$ cat config.mk
export PLATFORM = sky130hd
export DESIGN_NAME = ber_tlv_stream_parser_top
export DESIGN_NICKNAME = d
export VERILOG_FILES = /design/src/btlv_pkg.sv /design/src/ber_tlv_stream_parser_top.sv
export SDC_FILE = /design/constraint.sdc
export NUM_CORES = 1
export LEC_CHECK = 0
export BUFFER_PORTS_ARGS = -buffer_cell sky130_fd_sc_hd__clkbuf_2
export CAP_MARGIN = 20
export CORE_ASPECT_RATIO = 0.5
export CORE_UTILIZATION = 53
export DETAILED_ROUTE_END_ITERATION = 7
export PLACE_DENSITY = 0.77
export SYNTH_ARGS = -nofsm -noshare
export SYNTH_HDL_FRONTEND = slang
export SYNTH_SLANG_ARGS = --single-unit
$ cat constraint.sdc
create_clock -name aclk -period 11.85 [get_ports aclk]
set_input_delay 2.37 -clock aclk [delete_from_list [all_inputs] [get_ports aclk]]
set_output_delay 2.37 -clock aclk [all_outputs]
set_load 0.02 [all_outputs]
$ cat src/btlv_pkg.sv
`timescale 1ns / 1ps
// ----------------------------------------------------------------------------
// btlv_pkg
// Types and constants shared by the BER-TLV stream parser.
// ----------------------------------------------------------------------------
package btlv_pkg;

    localparam int MAX_TAG_EXT_BYTES_DEF = 4;
    localparam int MAX_LENGTH_BYTES_DEF  = 4;

    localparam logic [4:0] TAG_ESC      = 5'h1F;
    localparam int         TAG_W        = 28;
    localparam int         LEN_W        = 32;

    typedef enum logic [1:0] {
        KIND_HEADER    = 2'd0,
        KIND_VALUE     = 2'd1,
        KIND_TRUNCATED = 2'd2,
        KIND_OVERSIZED = 2'd3
    } kind_t;

    typedef enum logic [4:0] {
        PH_TAG    = 5'b00001,
        PH_TAGEXT = 5'b00010,
        PH_LEN    = 5'b00100,
        PH_LENEXT = 5'b01000,
        PH_VALUE  = 5'b10000
    } phase_t;

    typedef struct packed {
        logic [7:0] data_byte;
        logic       end_of_buffer;
    } in_beat_t;

    typedef struct packed {
        logic [1:0]       kind;
        logic [7:0]       first_tag_byte;
        logic [TAG_W-1:0] tag_number;
        logic             is_constructed;
        logic [LEN_W-1:0] value_length;
        logic [7:0]       value_byte;
        logic             last_value;
        logic             run_last;
    } out_beat_t;

endpackage

$ cat src/ber_tlv_stream_parser_top.sv
`timescale 1ns / 1ps
// ----------------------------------------------------------------------------
// ber_tlv_stream_parser_top
// Byte-wide BER-TLV parser: tags, short/long lengths, value bytes, errors.
// ----------------------------------------------------------------------------
// One byte is taken per beat and the parser state advances in the same cycle,
// so a byte can be accepted on every clock while s_ready is high. Each byte
// yields zero, one or two result beats (two only when the buffer ends inside
// an element), which are written to a four-entry result queue; the queue parts
// the two sides, and s_ready drops only while fewer than two entries are free.
// With m_ready held high the block sustains one byte per cycle.
// Constructed elements are not tracked on a stack: their children are parsed
// inline as ordinary elements.
// ----------------------------------------------------------------------------
module ber_tlv_stream_parser_top #(
    parameter int MAX_TAG_EXT_BYTES = btlv_pkg::MAX_TAG_EXT_BYTES_DEF,
    parameter int MAX_LENGTH_BYTES  = btlv_pkg::MAX_LENGTH_BYTES_DEF
) (
    input  logic                aclk,
    input  logic                aresetn,
    input  logic                s_valid,
    output logic                s_ready,
    input  btlv_pkg::in_beat_t  s_data,
    output logic                m_valid,
    input  logic                m_ready,
    output btlv_pkg::out_beat_t m_data
);

    localparam int TEW   = $clog2(MAX_TAG_EXT_BYTES + 1);
    localparam int LBW   = $clog2(MAX_LENGTH_BYTES + 1);
    localparam int DEPTH = 4;
    localparam int PW    = $clog2(DEPTH);
    localparam int CW    = $clog2(DEPTH + 1);

    localparam logic [TEW-1:0] TAG_EXT_MAX = TEW'(MAX_TAG_EXT_BYTES);
    localparam logic [6:0]     LEN_CNT_MAX = 7'(MAX_LENGTH_BYTES);
    localparam logic [CW-1:0]  FILL_LIMIT  = CW'(DEPTH - 2);

    btlv_pkg::phase_t              phase_reg, phase_next;
    logic [7:0]                    held_tag_reg, held_tag_next;
    logic [btlv_pkg::TAG_W-1:0]    tag_acc_reg, tag_acc_next;
    logic [TEW-1:0]                tag_ext_cnt_reg, tag_ext_cnt_next;
    logic                          cons_reg, cons_next;
    logic [btlv_pkg::LEN_W-1:0]    len_acc_reg, len_acc_next;
    logic [LBW-1:0]                len_left_reg, len_left_next;
    logic [btlv_pkg::LEN_W-1:0]    val_left_reg, val_left_next;

    btlv_pkg::out_beat_t           fifo_reg [DEPTH];
    logic [PW-1:0]                 wr_ptr_reg, rd_ptr_reg;
    logic [CW-1:0]                 count_reg, count_next;

    logic                          in_fire, out_fire;
    logic [7:0]                    b;
    logic                          do_hdr;
    logic                          r0_vld;
    logic                          trunc;
    btlv_pkg::out_beat_t           r0, rt, beat_a, beat_b;
    logic [1:0]                    n_push;
    logic [LBW-1:0]                len_left_dec;
    logic [btlv_pkg::LEN_W-1:0]    val_left_dec;

    assign in_fire  = s_valid && s_ready;
    assign out_fire = m_valid && m_ready;
    assign b        = s_data.data_byte;

    assign len_left_dec = len_left_reg - LBW'(1);
    assign val_left_dec = val_left_reg - btlv_pkg::LEN_W'(1);

    always_comb begin
        phase_next       = phase_reg;
        held_tag_next    = held_tag_reg;
        tag_acc_next     = tag_acc_reg;
        tag_ext_cnt_next = tag_ext_cnt_reg;
        cons_next        = cons_reg;
        len_acc_next     = len_acc_reg;
        len_left_next    = len_left_reg;
        val_left_next    = val_left_reg;
        do_hdr           = 1'b0;
        r0_vld           = 1'b0;
        r0               = '0;
        rt               = '0;
        rt.kind          = btlv_pkg::KIND_TRUNCATED;

        case (phase_reg)
            btlv_pkg::PH_TAG: begin
                held_tag_next    = b;
                cons_next        = b[5];
                tag_ext_cnt_next = '0;
                if (b[4:0] == btlv_pkg::TAG_ESC) begin
                    tag_acc_next = '0;
                    phase_next   = btlv_pkg::PH_TAGEXT;
                end else begin
                    tag_acc_next = {23'd0, b[4:0]};
                    phase_next   = btlv_pkg::PH_LEN;
                end
            end
            btlv_pkg::PH_TAGEXT: begin
                if (tag_ext_cnt_reg >= TAG_EXT_MAX || tag_acc_reg[27:21] != 7'd0) begin
                    r0_vld     = 1'b1;
                    r0.kind    = btlv_pkg::KIND_OVERSIZED;
                    phase_next = btlv_pkg::PH_TAG;
                end else begin
                    tag_ext_cnt_next = tag_ext_cnt_reg + TEW'(1);
                    tag_acc_next     = {tag_acc_reg[20:0], b[6:0]};
                    if (!b[7]) begin
                        phase_next = btlv_pkg::PH_LEN;
                    end
                end
            end
            btlv_pkg::PH_LEN: begin
                len_acc_next = '0;
                if (!b[7]) begin
                    len_acc_next = {24'd0, b};
                    do_hdr       = 1'b1;
                end else if (b[6:0] > LEN_CNT_MAX) begin
                    r0_vld     = 1'b1;
                    r0.kind    = btlv_pkg::KIND_OVERSIZED;
                    phase_next = btlv_pkg::PH_TAG;
                end else if (b[6:0] == 7'd0) begin
                    do_hdr = 1'b1;
                end else begin
                    len_left_next = b[LBW-1:0];
                    phase_next    = btlv_pkg::PH_LENEXT;
                end
            end
            btlv_pkg::PH_LENEXT: begin
                if (len_acc_reg[31:24] != 8'd0) begin
                    r0_vld     = 1'b1;
                    r0.kind    = btlv_pkg::KIND_OVERSIZED;
                    phase_next = btlv_pkg::PH_TAG;
                end else begin
                    len_acc_next  = {len_acc_reg[23:0], b};
                    len_left_next = len_left_dec;
                    if (len_left_dec == '0) begin
                        do_hdr = 1'b1;
                    end
                end
            end
            btlv_pkg::PH_VALUE: begin
                r0_vld        = 1'b1;
                r0.kind       = btlv_pkg::KIND_VALUE;
                r0.value_byte = b;
                r0.last_value = (val_left_reg == btlv_pkg::LEN_W'(1));
                val_left_next = val_left_dec;
                if (val_left_dec == '0) begin
                    phase_next = btlv_pkg::PH_TAG;
                end
            end
            default: begin
                phase_next = btlv_pkg::PH_TAG;
            end
        endcase

        if (do_hdr) begin
            r0_vld            = 1'b1;
            r0.kind           = btlv_pkg::KIND_HEADER;
            r0.first_tag_byte = held_tag_reg;
            r0.tag_number     = tag_acc_reg;
            r0.is_constructed = cons_reg;
            r0.value_length   = len_acc_next;
            if (cons_reg || len_acc_next == '0) begin
                phase_next = btlv_pkg::PH_TAG;
            end else begin
                val_left_next = len_acc_next;
                phase_next    = btlv_pkg::PH_VALUE;
            end
        end

        trunc = s_data.end_of_buffer && (phase_next != btlv_pkg::PH_TAG);
        if (trunc) begin
            phase_next = btlv_pkg::PH_TAG;
        end

        // first beat written is r0 if present, else the truncation beat
        beat_a          = r0_vld ? r0 : rt;
        beat_a.run_last = !(r0_vld && trunc);
        beat_b          = rt;
        beat_b.run_last = 1'b1;
        n_push          = {1'b0, r0_vld} + {1'b0, trunc};
    end

    always_comb begin
        count_next = count_reg;
        if (in_fire) begin
            count_next = count_next + CW'(n_push);
        end
        if (out_fire) begin
            count_next = count_next - CW'(1);
        end
    end

    always_ff @(posedge aclk) begin
        if (!aresetn) begin
            phase_reg       <= btlv_pkg::PH_TAG;
            held_tag_reg    <= '0;
            tag_acc_reg     <= '0;
            tag_ext_cnt_reg <= '0;
            cons_reg        <= 1'b0;
            len_acc_reg     <= '0;
            len_left_reg    <= '0;
            val_left_reg    <= '0;
        end else if (in_fire) begin
            phase_reg       <= phase_next;
            held_tag_reg    <= held_tag_next;
            tag_acc_reg     <= tag_acc_next;
            tag_ext_cnt_reg <= tag_ext_cnt_next;
            cons_reg        <= cons_next;
            len_acc_reg     <= len_acc_next;
            len_left_reg    <= len_left_next;
            val_left_reg    <= val_left_next;
        end
    end

    always_ff @(posedge aclk) begin
        if (!aresetn) begin
            wr_ptr_reg <= '0;
            rd_ptr_reg <= '0;
            count_reg  <= '0;
        end else begin
            count_reg <= count_next;
            if (in_fire) begin
                wr_ptr_reg <= wr_ptr_reg + PW'(n_push);
            end
            if (out_fire) begin
                rd_ptr_reg <= rd_ptr_reg + PW'(1);
            end
        end
    end

    always_ff @(posedge aclk) begin
        if (in_fire && n_push != 2'd0) begin
            fifo_reg[wr_ptr_reg] <= beat_a;
        end
        if (in_fire && n_push == 2'd2) begin
            fifo_reg[wr_ptr_reg + PW'(1)] <= beat_b;
        end
    end

    assign s_ready = (count_reg <= FILL_LIMIT);
    assign m_valid = (count_reg != '0);
    assign m_data  = fifo_reg[rd_ptr_reg];

endmodule
; Yosys cells after proc, flatten, opt, wreduce, memory -nomap -nowiden
; Memories as Yosys holds them, arrays and structs flattened. A register that Yosys moved wholly into a read port is not among the register bits.
; Cells that the tools add are included.
[op_classes]
addsub = 9
mul = 0
div_mod_pow = 0
order_cmp = 3
n_eq_ne = 14
shifts = 0
n_mux = 56
bitwise_logic = 0
reduce_logical = 22
[op_table]
columns = cell, n
row1 = 32-bit 2-to-1 mux, 4
row2 = 81-bit 2-to-1 mux, 1
row3 = 71-bit 2-to-1 mux, 1
row4 = 32-bit zero test, 2
row5 = 32-bit case mux with 2 select lines, 1
row6 = 28-bit case mux with 2 select lines, 1
row7 = 5-bit 2-to-1 mux, 11
row8 = 32-bit by 1-bit equality test with 1-bit output (second input constant), 1
row9 = 32-bit by 1-bit subtractor with 32-bit output (second input constant), 1
row10 = 28-bit 2-to-1 mux, 1
row11 = 5-bit case mux with 5 select lines, 1
row12 = 3-bit 2-to-1 mux, 8
row13 = 1-bit 2-to-1 mux, 14
row14 = 2-bit 2-to-1 mux, 6
row15 = 3-bit case mux with 2 select lines, 2
row16 = 5-bit equality test (second input constant), 2
row17 = 2-bit inequality test (second input constant), 5
row18 = 9-bit 2-to-1 mux, 1
row19 = 2-bit case mux with 4 select lines, 1
row20 = 8-bit nonzero test, 1
row21 = 7-bit by 3-bit > comparator with 1-bit output (second input constant), 1
row22 = 7-bit zero test, 1
row23 = 7-bit 2-to-1 mux, 1
row24 = 7-bit nonzero test, 1
row25 = other kinds (25), 35
[totals]
reg_bits = 119
latchBits = 0
ramBits = 324
mem_bits_ro = 0
output_inout_bits = 83
n_memories = 1
[memory_table]
columns = name, depth, width, rd, rd_ports_with_merged_regs, write_ports, line
row1 = fifo_reg, 4, 81, 1, 1, 2, ber_tlv_stream_parser_top.sv:48  ; btlv_pkg::out_beat_t fifo_reg [DEPTH];

; Longest topological paths before layout
[logic_depth]
ltp_word = 14
depth_mapped = 22
depth_no_buf = 19

; Worst setup path after synthesis
; OpenSTA, ideal clock, no wires.
[synth_timing]
kind = in2reg
startpoint = input s_data[4] in the netlist's numbering
endpoint = memory fifo_reg[0][22] in the netlist's numbering
setup_ps = 70
t_arrival_ps = 6030
required_ps = 11780
path_slack_ps = 5750
path_stages = 16
n_path_buf = 6
path_cell_list = clkbuf_1 > or4_1 > o41ai_1 > nand2_1 > o21a_1 > buf_2 > a211o_2 > buf_6 > a21bo_2 > ha_1 > clkbuf_1 > nor4_1 > clkbuf_1 > buf_1 > nand2_1 > a21oi_1
[synth_lines]
columns = element, line
row1 = start: declaration, ber_tlv_stream_parser_top.sv:23  ; input btlv_pkg::in_beat_t s_data,
row2 = end: declaration, ber_tlv_stream_parser_top.sv:48

==> results.py <==
metrics = {
    "sta": {
        "timing.final.crit_share_pct": 56.6,
        "timing.final.crit_period_ps": 6710,
        "timing_max_transition_violations_final": 0,
        "hold_violations": 0,
        "clock-skew-final_ps": 20.8,
        "totalNegativeSetupSlack_ps": 0,
        "fmax_mhz": 149,
        "worst-slew-pin-transition_ps": 1130,
        "grt_setup_unrepaired": "no",
        "setup_violations": 0,
        "slew_headroom_pct": 24.5,
    },
    "place": {
        "dpl-instance-area_um2": 20400,
        "place.detailed.hpwl_mm": 34.4,
        "globalplace.congestion": 0.935,
        "port_buffers": 95,
    },
    "floorplan": {
        "rows": 49,
        "start_util_pct": 54.5,
        "dieArea_um2": 38200,
        "die_width_um": 276,
        "ios": 96,
        "core_area_um2": 36400,
        "fp.dieH_um": 139,
    },
    "logic_synthesis": {
        "async_flop_share_pct": 0,
        "mappedNetlistArea_um2": 19800,
        "synth_edf_count": 0,
        "yosysWarningCount": 0,
        "synthesis.nets": 2417,
        "seq_area_frac_synth_pct": 44.4,
        "yosys.cell_types.count": 74,
        "avgSynthCellArea_um2": 8.30,
        "synth_seq_cells": 440,
        "synthFlopType": "dfxtp_1",
        "synthesis.instances": 2390,
        "post-synth-top-area-fraction_pct": 44.4,
        "netlist_top_cells_area": "dfxtp_1, nand2_1, a21oi_1",
        "netlist.top_cell.by_area": "dfxtp_1",
    },
    "setup_path": {
        "worstPathRequired_ps": 12260,
        "start_kind": "primary input",
        "critPathArrivalTime_ps": 7120,
        "category_of_the_critical_setup_timing_path": "in2reg",
        "critical_path_maximum_fanout": 44,
        "critPathCaptureType": "flop",
    },
    "cells_and_area": {
        "fillers": 3098,
        "layout_common_cells": "nand2_1, dfxtp_1, a21oi_1",
        "finish.net_count": 2373,
        "number_of_antenna_cells_inserted": 0,
        "final_layout_size_suffix_gt1_share_pct": 13.6,
        "stdcell_area_um2": 21700,
        "layout_commonest_cell": "nand2_1",
        "flip_flop_count_of_the_largest_register_after_layout": 320,
        "flow.area_growth_from_synthesis_pct": 9.58,
    },
    "route": {
        "ant_nets": 0,
        "wl_per_cell_um": 20.6,
        "drt_wl_total_mm": 58.8,
        "vias_per_cell": 6.37,
        "remaining_drc_errors": 0,
        "routed-via-count": 18200,
        "drt_pre_antenna_iters": 6,
        "first_iter_violations": 2598,
    },
    "grt": {
        "initial_antenna_violation_count": 0,
        "groute.usage.overall_pct": 30.6,
        "grt_remaining_overflow": 0,
        "grt_first_pass_wirelength_mm": 94.1,
        "grt_start_max_net_pins": 85,
        "via_count_of_the_first_global_routing_pass": 17100,
    },
    "clock_network": {
        "tritoncts": "yes",
        "cts-root-to-sink-buffers": 3,
        "post_cts.repair.setup_buffers": 0,
        "latest_clock_arrival_within_the_worst_skew_pair_ps": 560,
        "cts.hold.buffers_added": 0,
        "cts_max_level": 2,
        "cts.sink_count": 440,
        "ctsRootBufferMaster": "clkbuf_16",
        "cts_inserted_buffers": 41,
        "cts_resized": 0,
        "clkSlewWorstSetupHoldPaths_ps": 60,
    },
    "power": {
        "static-leakage-power_nw": 7.57,
        "worst_ir_drop_vdd_mv": 0.109,
        "cellPowerDensity_nw_per_um2": 173,
    },
    "job": {
        "timing.max_cap.violations": 0,
    },
    "run_status": {
        "run_status": "complete, no violations",
    },
    "hold_path": {
        "hp-class": "reg2reg",
    },
}
==> report_power, final <==
group          leakage [nW]  internal, mW  total, mW  switching, mW
clock                 0.655         0.739       1.33          0.586
combinational          3.36         0.272      0.755          0.483
sequential             3.56          1.55       1.68          0.124
total                  7.57          2.56       3.76           1.19
==> layer usage <==
layer  up-vias  GRT usage, %  routed length [um]
met4         0          11.2                1890
met3       149          4.88                5970
met5         -             0                   0
met2      1029          48.4               27500
li1       8330             -                   -
met1      8707          42.3               23500
==> cells by family after synthesis <==
| group | after synthesis | synth area share [%] |
|---|---|---|
| simple gates | 1024 | 22.7 |
| xor+xnor | 18 | 0.795 |
| fa+ha+maj | 14 | 0.921 |
| flops | 440 | 44.4 |
| mux | 93 | 9.90 |
| compound gates | 557 | 16.3 |
| buf+inv | 244 | 4.93 |
==> stage by stage <==
step	hold slack [ps]	cells	utilization, %	power [mW]	setup slack [ps]
6_report	454	2860	59.8	3.76	5140
3_3_place_gp	439	2785	56.0	2.43	4750
2_1_floorplan	427	2390	-	2.22	5750
4_1_cts	454	2858	59.7	3.73	5230
3_5_place_dp	445	2785	56.0	2.43	4700
5_1_grt	467	2860	59.8	3.89	4910
==> layout make-up <==
cell class	instances	area, um^2	area share [%]
multi-input combinational	1706	10100	46.6
clock buffer	63	1230	5.65
sequential	440	8820	40.6
inverter	29	109	0.501
tap	484	606	2.79
clock inverter	10	93.8	0.432
timing repair buffer	128	743	3.42
==> worst max-delay path: stages <==
cell,delay [ps]
clkbuf_2,200
or4_1,600
o41ai_1,270
nand2_1,180
o21a_1,170
buf_4,250
a211o_2,550
a21bo_2,290
inv_1,90
ha_1,150
nand2_1,260
nor2_4,940
buf_4,640
a21oi_1,90
==> synth_stat cells (5+ instances only) <==
master	instances
nand2_1	529
dfxtp_1	440
a21oi_1	391
nand3_1	228
clkbuf_1	174
nor2_1	126
mux4_2	80
nor3_1	41
a211oi_1	31
buf_1	30
inv_1	28
o21ai_0	28
nor4_1	20
a22oi_1	18
nand4_1	14
a221oi_1	13
ha_1	13
xnor2_1	13
or3_1	12
or4_1	12
a31oi_1	10
and3_1	10
a21boi_0	9
mux2i_1	8
nand2b_1	7
o221a_2	6
a211o_1	5
o21a_1	5
o221ai_1	5
xor2_1	5
==> worst paths after layout <==
kind              startpoint              end  slack, ps  cells past startpoint
min           fifo_reg[3][2]   fifo_reg[3][2]        450                      2
min reg2reg   fifo_reg[3][2]   fifo_reg[3][2]        450                      2
max                s_data[5]  fifo_reg[0][23]       5140                     14
max reg2reg  len_acc_reg[31]  fifo_reg[1][80]       6020                     12
(Power assumes the default switching activity.)
